### config.mk
export PLATFORM = sky130hd
export DESIGN_NAME = gzip_member_header_parser
export DESIGN_NICKNAME = d
export VERILOG_FILES = /design/src/rtl/gmhp_pkg.sv /design/src/rtl/gmhp_parse_core.sv /design/src/rtl/gmhp_out_stage.sv /design/src/rtl/gzip_member_header_parser.sv
export SDC_FILE = /design/constraint.sdc
export NUM_CORES = 1
export LEC_CHECK = 0
export ABC_AREA = 0
export BUFFER_PORTS_ARGS = -buffer_cell sky130_fd_sc_hd__buf_4
export CELL_PAD_IN_SITES_DETAIL_PLACEMENT = 2
export CELL_PAD_IN_SITES_GLOBAL_PLACEMENT = 2
export CORE_AREA = 2 2 205 207
export DETAILED_ROUTE_END_ITERATION = 10
export DIE_AREA = 0 0 207 209
export PLACE_DENSITY = 0.82
export SYNTH_ARGS = -nofsm -noshare
export SYNTH_HDL_FRONTEND = slang
export SYNTH_SLANG_ARGS = --single-unit
export TNS_END_PERCENT = 10
### constraint.sdc
create_clock -name i_clk -period 7.69 [get_ports i_clk]
set_input_delay 0.3845 -clock i_clk [delete_from_list [all_inputs] [get_ports i_clk]]
set_output_delay 0.3845 -clock i_clk [all_outputs]
set_load 0.01 [all_outputs]
### src/rtl/gmhp_pkg.sv
`timescale 1ns / 1ps

package gmhp_pkg;

    localparam logic [7:0]  MAGIC_0      = 8'h1f;
    localparam logic [7:0]  MAGIC_1      = 8'h8b;
    localparam logic [7:0]  METHOD_DEFL  = 8'h08;
    localparam int unsigned FLG_FHCRC    = 1;
    localparam int unsigned FLG_FEXTRA   = 2;
    localparam int unsigned FLG_FNAME    = 3;
    localparam int unsigned FLG_FCOMMENT = 4;
    localparam logic [32:0] MIN_LENGTH   = 33'd18;
    localparam logic [32:0] FOOTER_LEN   = 33'd8;
    localparam logic [15:0] FIXED_SKIP   = 16'd6;
    localparam logic [15:0] HCRC_SKIP    = 16'd2;

    // option flag bits as kept internally
    localparam int unsigned OPT_EXTRA   = 0;
    localparam int unsigned OPT_NAME    = 1;
    localparam int unsigned OPT_COMMENT = 2;
    localparam int unsigned OPT_HCRC    = 3;

    typedef enum logic [3:0] {
        PH_MAGIC0  = 4'd0,
        PH_MAGIC1  = 4'd1,
        PH_METHOD  = 4'd2,
        PH_FLAGS   = 4'd3,
        PH_FIXED   = 4'd4,
        PH_XLEN_LO = 4'd5,
        PH_XLEN_HI = 4'd6,
        PH_XDATA   = 4'd7,
        PH_NAME    = 4'd8,
        PH_COMMENT = 4'd9,
        PH_HCRC    = 4'd10,
        PH_BODY    = 4'd11,
        PH_FAIL    = 4'd12
    } t_phase;

    typedef enum logic [1:0] {
        CLS_HEADER  = 2'd0,
        CLS_PAYLOAD = 2'd1,
        CLS_FOOTER  = 2'd2,
        CLS_ERROR   = 2'd3
    } t_class;

    typedef enum logic [2:0] {
        ERR_NONE         = 3'd0,
        ERR_TOO_SHORT    = 3'd1,
        ERR_BAD_MAGIC    = 3'd2,
        ERR_BAD_METHOD   = 3'd3,
        ERR_INTO_FOOTER  = 3'd4,
        ERR_ENDED_HEADER = 3'd5
    } t_err;

    typedef struct packed {
        t_class      byte_class;
        t_err        error_code;
        logic [7:0]  payload_byte;
        logic [31:0] byte_offset;
        logic [31:0] body_offset;
        logic [31:0] isize;
        logic        isize_valid;
    } t_result;

    // next header phase, walking the optional fields in RFC order
    function automatic t_phase next_phase(input logic [3:0] flags, input t_phase after);
        t_phase ph;
        if (after < PH_XLEN_LO && flags[OPT_EXTRA]) begin
            ph = PH_XLEN_LO;
        end else if (after < PH_NAME && flags[OPT_NAME]) begin
            ph = PH_NAME;
        end else if (after < PH_COMMENT && flags[OPT_COMMENT]) begin
            ph = PH_COMMENT;
        end else if (after < PH_HCRC && flags[OPT_HCRC]) begin
            ph = PH_HCRC;
        end else begin
            ph = PH_BODY;
        end
        return ph;
    endfunction

endpackage

### src/rtl/gmhp_parse_core.sv
`timescale 1ns / 1ps

module gmhp_parse_core
    import gmhp_pkg::*;
(
    input  logic        i_clk,
    input  logic        i_rst_n,
    input  logic        i_accept,
    input  logic [7:0]  i_data_byte,
    input  logic        i_first_byte,
    input  logic        i_last_byte,
    input  logic [31:0] i_total_length,
    output t_result     o_result
);

    t_phase      r_phase, n_phase, e_phase;
    logic [31:0] r_pos, n_pos, e_pos;
    logic [3:0]  r_flags, n_flags, e_flags;
    logic [15:0] r_skip, n_skip, e_skip;
    logic [31:0] r_isize, n_isize, e_isize;
    t_err        r_err, n_err, e_err;
    logic [31:0] r_start, n_start, e_start;

    t_err        err;
    logic        header;
    logic [15:0] skip_dec;
    logic [15:0] xlen;
    logic [32:0] pos_w;
    logic [32:0] len_w;
    t_class      cls;

    always_comb begin
        // first_byte restarts the parse from the reset state
        e_phase = i_first_byte ? PH_MAGIC0 : r_phase;
        e_pos   = i_first_byte ? '0 : r_pos;
        e_flags = i_first_byte ? '0 : r_flags;
        e_skip  = i_first_byte ? '0 : r_skip;
        e_isize = i_first_byte ? '0 : r_isize;
        e_err   = i_first_byte ? ERR_NONE : r_err;
        e_start = i_first_byte ? '0 : r_start;

        pos_w    = {1'b0, e_pos};
        len_w    = {1'b0, i_total_length};
        skip_dec = e_skip - 16'd1;
        xlen     = e_skip | {i_data_byte, 8'h00};

        n_phase = e_phase;
        n_flags = e_flags;
        n_skip  = e_skip;
        n_err   = e_err;
        n_start = e_start;
        err     = ERR_NONE;
        header  = 1'b0;

        if (e_err == ERR_NONE) begin
            header = 1'b1;
            case (e_phase)
                PH_MAGIC0: begin
                    if (len_w < MIN_LENGTH) begin
                        err = ERR_TOO_SHORT;
                    end else if (i_data_byte != MAGIC_0) begin
                        err = ERR_BAD_MAGIC;
                    end else begin
                        n_phase = PH_MAGIC1;
                    end
                end
                PH_MAGIC1: begin
                    if (i_data_byte != MAGIC_1) begin
                        err = ERR_BAD_MAGIC;
                    end else begin
                        n_phase = PH_METHOD;
                    end
                end
                PH_METHOD: begin
                    if (i_data_byte != METHOD_DEFL) begin
                        err = ERR_BAD_METHOD;
                    end else begin
                        n_phase = PH_FLAGS;
                    end
                end
                PH_FLAGS: begin
                    n_flags[OPT_EXTRA]   = i_data_byte[FLG_FEXTRA];
                    n_flags[OPT_NAME]    = i_data_byte[FLG_FNAME];
                    n_flags[OPT_COMMENT] = i_data_byte[FLG_FCOMMENT];
                    n_flags[OPT_HCRC]    = i_data_byte[FLG_FHCRC];
                    n_skip  = FIXED_SKIP;
                    n_phase = PH_FIXED;
                end
                PH_FIXED: begin
                    n_skip = skip_dec;
                    if (skip_dec == '0) begin
                        n_phase = next_phase(e_flags, PH_FIXED);
                    end
                end
                PH_XLEN_LO: begin
                    n_skip  = {8'h00, i_data_byte};
                    n_phase = PH_XLEN_HI;
                end
                PH_XLEN_HI: begin
                    n_skip  = xlen;
                    n_phase = (xlen == '0) ? next_phase(e_flags, PH_XDATA) : PH_XDATA;
                end
                PH_XDATA: begin
                    n_skip = skip_dec;
                    if (skip_dec == '0) begin
                        n_phase = next_phase(e_flags, PH_XDATA);
                    end
                end
                PH_NAME: begin
                    if (i_data_byte == 8'h00) begin
                        n_phase = next_phase(e_flags, PH_NAME);
                    end
                end
                PH_COMMENT: begin
                    if (i_data_byte == 8'h00) begin
                        n_phase = next_phase(e_flags, PH_COMMENT);
                    end
                end
                PH_HCRC: begin
                    n_skip = skip_dec;
                    if (skip_dec == '0) begin
                        n_phase = PH_BODY;
                    end
                end
                default: begin
                    header = 1'b0;
                end
            endcase

            // entering the CRC field loads its two-byte count
            if (n_phase == PH_HCRC && e_phase != PH_HCRC) begin
                n_skip = HCRC_SKIP;
            end

            if (header && err == ERR_NONE) begin
                if (pos_w + FOOTER_LEN + 33'd1 >= len_w) begin
                    err = ERR_INTO_FOOTER;
                end else if (n_phase == PH_BODY) begin
                    n_start = e_pos + 32'd1;
                end else if (i_last_byte) begin
                    err = ERR_ENDED_HEADER;
                end
            end

            if (err != ERR_NONE) begin
                n_err   = err;
                n_phase = PH_FAIL;
            end
        end

        n_isize = {i_data_byte, e_isize[31:8]};
        n_pos   = e_pos + 32'd1;

        if (n_err != ERR_NONE) begin
            cls = CLS_ERROR;
        end else if (header) begin
            cls = CLS_HEADER;
        end else if (pos_w + FOOTER_LEN >= len_w) begin
            cls = CLS_FOOTER;
        end else begin
            cls = CLS_PAYLOAD;
        end

        o_result.byte_class   = cls;
        o_result.error_code   = n_err;
        o_result.payload_byte = i_data_byte;
        o_result.byte_offset  = e_pos;
        o_result.body_offset  = n_start;
        o_result.isize        = n_isize;
        o_result.isize_valid  = i_last_byte && (n_err == ERR_NONE)
                                && (pos_w + 33'd1 == len_w);
    end

    always_ff @(posedge i_clk) begin
        if (!i_rst_n) begin
            r_phase <= PH_MAGIC0;
            r_pos   <= '0;
            r_flags <= '0;
            r_skip  <= '0;
            r_isize <= '0;
            r_err   <= ERR_NONE;
            r_start <= '0;
        end else if (i_accept) begin
            r_phase <= n_phase;
            r_pos   <= n_pos;
            r_flags <= n_flags;
            r_skip  <= n_skip;
            r_isize <= n_isize;
            r_err   <= n_err;
            r_start <= n_start;
        end
    end

    // a latched error parks the parser in the fail phase
    assert property (@(posedge i_clk) disable iff (!i_rst_n)
        (r_err != ERR_NONE) |-> (r_phase == PH_FAIL))
        else $error("error latched outside fail phase");

endmodule

### src/rtl/gmhp_out_stage.sv
`timescale 1ns / 1ps

module gmhp_out_stage
    import gmhp_pkg::*;
(
    input  logic    i_clk,
    input  logic    i_rst_n,
    input  logic    i_load,
    input  t_result i_result,
    input  logic    i_out_ready,
    output logic    o_space,
    output logic    o_out_valid,
    output t_result o_result
);

    logic    r_valid;
    t_result r_result;

    // a waiting item is replaced in the same cycle it is taken
    assign o_space     = !r_valid || i_out_ready;
    assign o_out_valid = r_valid;
    assign o_result    = r_result;

    always_ff @(posedge i_clk) begin
        if (!i_rst_n) begin
            r_valid <= 1'b0;
        end else if (i_load) begin
            r_valid <= 1'b1;
        end else if (i_out_ready) begin
            r_valid <= 1'b0;
        end
    end

    always_ff @(posedge i_clk) begin
        if (i_load) begin
            r_result <= i_result;
        end
    end

endmodule

### src/rtl/gzip_member_header_parser.sv
`timescale 1ns / 1ps

// gzip member header parser, one file byte per item.
// Input channel (i_in_valid / o_in_ready) carries data_byte with first_byte
// and last_byte marks; first_byte restarts the parse at offset 0.
// Output channel (o_out_valid / i_out_ready) returns one item per input:
// class (header, payload, footer, error), sticky error code, the byte itself,
// its offset, the deflate start offset and the running little-endian ISIZE.
// Config channel (i_cfg_valid / o_cfg_ready) writes total_length; it is
// always ready and should be written only while the block is idle.
// The result is registered and shows the cycle after its byte is accepted.
// Throughput: one byte per cycle unless the receiver stalls; parse state and
// output register both update at the accepting edge, so back-to-back items
// flow freely. When the receiver stalls, the finished item waits in the
// output register and the input side stalls too; o_in_ready returns the same
// cycle the output is taken. Reset (synchronous, active low) empties the output
// and starts the parse as if the next byte were a first byte; total_length = 0.

module gzip_member_header_parser
    import gmhp_pkg::*;
(
    input  logic        i_clk,
    input  logic        i_rst_n,
    input  logic        i_cfg_valid,
    output logic        o_cfg_ready,
    input  logic [31:0] i_cfg_total_length,
    input  logic        i_in_valid,
    output logic        o_in_ready,
    input  logic [7:0]  i_data_byte,
    input  logic        i_first_byte,
    input  logic        i_last_byte,
    output logic        o_out_valid,
    input  logic        i_out_ready,
    output logic [1:0]  o_byte_class,
    output logic [2:0]  o_error_code,
    output logic [7:0]  o_payload_byte,
    output logic [31:0] o_byte_offset,
    output logic [31:0] o_body_offset,
    output logic [31:0] o_isize,
    output logic        o_isize_valid
);

    logic [31:0] r_total_length;
    logic        space;
    logic        accept;
    t_result     core_result;
    t_result     out_result;

    assign o_cfg_ready = 1'b1;

    always_ff @(posedge i_clk) begin
        if (!i_rst_n) begin
            r_total_length <= '0;
        end else if (i_cfg_valid) begin
            r_total_length <= i_cfg_total_length;
        end
    end

    assign o_in_ready = space;
    assign accept     = i_in_valid && space;

    gmhp_parse_core u_core (
        .i_clk          (i_clk),
        .i_rst_n        (i_rst_n),
        .i_accept       (accept),
        .i_data_byte    (i_data_byte),
        .i_first_byte   (i_first_byte),
        .i_last_byte    (i_last_byte),
        .i_total_length (r_total_length),
        .o_result       (core_result)
    );

    gmhp_out_stage u_out (
        .i_clk       (i_clk),
        .i_rst_n     (i_rst_n),
        .i_load      (accept),
        .i_result    (core_result),
        .i_out_ready (i_out_ready),
        .o_space     (space),
        .o_out_valid (o_out_valid),
        .o_result    (out_result)
    );

    assign o_byte_class   = out_result.byte_class;
    assign o_error_code   = out_result.error_code;
    assign o_payload_byte = out_result.payload_byte;
    assign o_byte_offset  = out_result.byte_offset;
    assign o_body_offset  = out_result.body_offset;
    assign o_isize        = out_result.isize;
    assign o_isize_valid  = out_result.isize_valid;

    // every accepted item shows up on the output the next cycle
    assert property (@(posedge i_clk) disable iff (!i_rst_n)
        accept |=> o_out_valid)
        else $error("accepted item missing from output");

    // class and error code agree
    assert property (@(posedge i_clk) disable iff (!i_rst_n)
        o_out_valid |-> ((o_byte_class == CLS_ERROR) == (o_error_code != ERR_NONE)))
        else $error("byte class and error code disagree");

    // ISIZE is only flagged good on an error-free last byte
    assert property (@(posedge i_clk) disable iff (!i_rst_n)
        (o_out_valid && o_isize_valid) |-> (o_error_code == ERR_NONE))
        else $error("isize flagged valid with an error");

    // offsets of consecutive items of one file step by one
    assert property (@(posedge i_clk) disable iff (!i_rst_n)
        (accept && !i_first_byte) |=>
            (o_byte_offset == $past(u_core.r_pos)))
        else $error("byte offset out of sequence");

endmodule

==> impl_summary.md <==
Clocking
Counting along the longest clock path gives a buffer depth of 3. The root buffer selected by CTS is sky130_fd_sc_hd__clkbuf_16. The maximum level of the CTS H-tree is 1. The TritonCTS clock tree is built. The number of buffers added to fix hold violations after cts is 0.

The number of clock buffers inserted by TritonCTS is 29. For this design, the sink count on the clock tree is 250. The clock-pin transition on the worst setup and hold timing paths is 0.06 ns. The source-to-sink clock delay at the later pin of the worst-skew pair is between 0.5 and 0.6 ns.

STA
The setup violation total in the final timing report is 0. The final count of pins violating max slew is 0. The number of hold-slack violations in the final timing report is 0. Of the available clock period, the critical path in the final layout requires 0.939. The final worst-path setup slack is 0.473 ns. The sum of negative setup slack is 0 ns. On the final layout, the worst clock skew is roughly 0.019 ns. Setup repair after global routing left no endpoint under its margin. The post-route minimum period is about 7.2 ns.

For the pin with the worst max-slew slack, the measured transition is 1.19 ns. The worst pin sits at a relative slew slack of 0.200. The maximum operating frequency is ~140 MHz.

Run status
The flow ran to the end, and the final reports show no timing, DRC or antenna violations.

Route
The number of antenna-violating nets in the routed design is 0. The first detailed-routing pass took 5 iterations. The routed layout has 14000 vias. After detailed routing, the number of vias per cell comes to between 5 and 6. The overall routed net length is 59.4 mm. The average detailed-routed wire length per instance is between 20 and 30 um. After the first detailed-routing iteration, the DRC count stood at approximately 900.

The residual DRC count is 0.

Finish
The layout overhead on the synthesized area is 16.7%. The layout filler cell count is approximately 4600. The post-route core utilization is 0.424. After routing the design area is between 15000 and 20000 um^2.

0 antenna diodes ended up in the layout. Of the cells placed in the final design, the portion with a size suffix greater than 1 is 0.142. The net count reported at finish is about 1900.

Yosys
Dividing the synthesized area by the synthesized cell count gives 8.78 um^2. The post-synthesis async set-or-reset flop share is 0. The post-synthesis net count is 1828.

For this run, the leading register cell type out of synthesis is sky130_fd_sc_hd__dfxtp_1. Ranked by total cell area, the synthesized netlist is headed by sky130_fd_sc_hd__edfxtp_1, sky130_fd_sc_hd__dfxtp_1, sky130_fd_sc_hd__ha_1, sky130_fd_sc_hd__nand2_1, sky130_fd_sc_hd__xnor2_1. The dominant cell by count in the synthesized netlist is sky130_fd_sc_hd__nand2_1. Synthesis inferred 250 register bits.

In this run, synthesis inferred around 100 flip-flops with an integrated enable. The biggest area contributor in the post-synthesis netlist is sky130_fd_sc_hd__edfxtp_1. During synthesis, Yosys emitted a total of 0 warnings. The cell count after synthesis came out at ~1700. The portion of the post-synthesis area used by sequential elements is 0.401.

The proportion of netlist area held by the largest area contributor is 0.204. The cell area after synthesis is between 15000 and 20000 um^2. Ranked by instance count, the synthesized netlist is headed by sky130_fd_sc_hd__nand2_1, sky130_fd_sc_hd__dfxtp_1, sky130_fd_sc_hd__nor2_1, sky130_fd_sc_hd__a21oi_1, sky130_fd_sc_hd__edfxtp_1.

The distinct cell type count of the synthesized netlist is 84.

Power
Summed over all cells, the static leakage comes to about 6.6 nW. The total design power is between 3 and 4 mW. The cell area power density is between 150 and 200 nW/um^2. The maximum resistive drop on vdd is approximately 150 uV.

Floorplan
The initial utilization of the core area, before any placement, comes to 0.364. The floorplan has 75 rows. The die is about 210 um tall. The number of top-level pins is between 150 and 200. The die extent in x is ~210 um. The area of the die is between 40000 and 50000 um^2. The core region is roughly 41000 um^2.

GRT
The largest net degree at the start of global routing is between 80 and 90. In the global route stage, overall resource usage came out at 0.267. The total grt overflow is 0. The first global-routing pass estimated 91.2 mm of wire. The number of global-route vias before repair is approximately 15000. The number of antenna violations at the first check in global routing was 0.

Placed design
The worst setup slack before clock tree synthesis is between 0.2 and 0.25 ns. The HPWL after detailed placement is between 40 and 50 mm. After detailed placement, the total cell area comes to around 17000 um^2. Routability-driven placement finished with a final weighted congestion of 0.946. The count of port buffers added during placement is 158.

Critical path
The cell family with the largest share of critical-path delay is simple AND/OR/NAND/NOR gates. Together, buffers and inverters on the worst path number 1. On the worst path, the slowest cell contributes a delay of between 0.7 and 0.8 ns. The worst setup path is captured at a flip-flop. The required time at the worst-slack endpoint is approximately 8 ns. In this run the worst path has a maximum fanout of 56. The most used cell along the critical path is sky130_fd_sc_hd__nand3_1. The path type of the worst setup path is flip-flop to flip-flop. The sort of element at the start of the critical path is a flip-flop.

Measured in cells, the most critical reg-to-reg path has a length of 21. At the worst endpoint, the arrival time is about 7.6 ns. Walking the worst path, the cells encountered are nor2b_1, ha_1, nand3_1, or4b_1, xnor2_1, and4b_1, and4_1, nand3_1, nor2_1, nand3_1, xnor2_1, ha_1, nand4_1, nor4_1, a41o_1, a211oi_1, o21ai_1, a211o_2, buf_4, o211ai_1, o31ai_1. The number of stages on the worst setup path is 21.

For this design, the slowest cell found on the critical path is sky130_fd_sc_hd__or4b_1.

Hold path
In this run the worst hold path is classified as input pin to flip-flop. The cell depth of the worst hold path is 3.

Job
Across the run, the number of max-cap violations was 0.
-- placed cells by master (no fill, tap or decap), drive strengths merged, types with 12 or more instances in the layout --
cell type	count
nand4	45
nor2b	60
o31ai	12
a211oi	27
nor2	144
clkbuf	33
nand2	206
o31a	14
o21ai	56
a21o	17
mux2i	43
nand3	49
ha	70
or3	22
a21oi	113
a31oi	29
dfxtp	148
xor2	22
o211ai	28
xnor2	84
a22oi	12
and2	15
inv	62
clkinv	13
buf	183
nor3	25
or2	12
edfxtp	102
nor4	46
-- logic make-up (layout without fill, tap and decap cells) --
| logic type | Yosys count | in the layout | synth area share |
|---|---|---|---|
| buffers and inverters | 172 | 296 | 0.0503 |
| other | 1 | 1 | 0.000250 |
| muxes | 46 | 46 | 0.0309 |
| and+or+nand+nor | 693 | 693 | 0.235 |
| adders and majority gates | 70 | 70 | 0.0583 |
| xor gates and xnor gates | 106 | 106 | 0.0618 |
| AOI/OAI and AO/OA | 373 | 373 | 0.163 |
| DFF | 250 | 250 | 0.401 |
-- routing by layer --
layer,part of all wire,GRT usage
met5,0,0
met4,0.027,0.0796
met3,0.053,0.0344
met2,0.47,0.444
met1,0.45,0.364
-- worst min-delay path, cell delays in order --
cell and delay [ns]:
sky130_fd_sc_hd__buf_4 0.08, sky130_fd_sc_hd__mux2i_1 0.06, sky130_fd_sc_hd__nor2_1 0.08
-- path summary, 6_finish.rpt --
| check | endpoint | from | slack [ns] |
|---|---|---|---|
| setup / recovery | u_out.o_result[50] | u_core.r_pos[3] | 0.47 |
| hold reg to reg | u_core.r_isize[12] | u_core.r_isize[12] | 0.46 |
| hold / removal | r_total_length[25] | i_cfg_total_length[25] | 0.05 |
| setup reg to reg | u_out.o_result[50] | u_core.r_pos[3] | 0.47 |
-- report_power, final --
group | total, mW | internal (mW) | switching [mW]
logic | 0.466 | 0.169 | 0.297
registers | 1.49 | 1.44 | 0.0539
clock network | 1.40 | 0.801 | 0.596
total | 3.35 | 2.41 | 0.947
-- through the flow --
step           cells  hold WS (ns)
2_1_floorplan   1711         0.432
3_3_place_gp    2319         0.438
3_5_place_dp    2319         0.451
4_1_cts         2373        0.0375
5_1_grt         2374        0.0539
6_report        2374        0.0531
-- registers in the layout (all words and copies together) (netlist names) --
| name | count |
|---|---|
| u_core.r_pos | 32 |
| u_core.r_isize | 24 |
| u_out.o_result | 102 |
| u_out.o_out_valid | 1 |
| u_core.r_phase | 4 |
| u_core.r_err | 3 |
| u_core.r_start | 32 |
| r_total_length | 32 |
| u_core.r_skip | 16 |
| u_core.r_flags | 4 |
-- repair_timing --
action / CTS / global route
endpoints found under the setup margin: 0 / 10
setup buffers: 0 / 0
gates resized for setup: 0 / 1
-- layout make-up --
cell class              count  area [um^2]  area share
clock buffers              33          751      0.0428
clock inverters            21          191      0.0109
inverters                  59          229      0.0131
multi-input cells        1289         8280       0.473
flip-flops and latches    250         6030       0.344
well taps                 539          674      0.0385
repair buffers            183         1370      0.0784
Note: power is estimated with default switching activity, not from simulation.
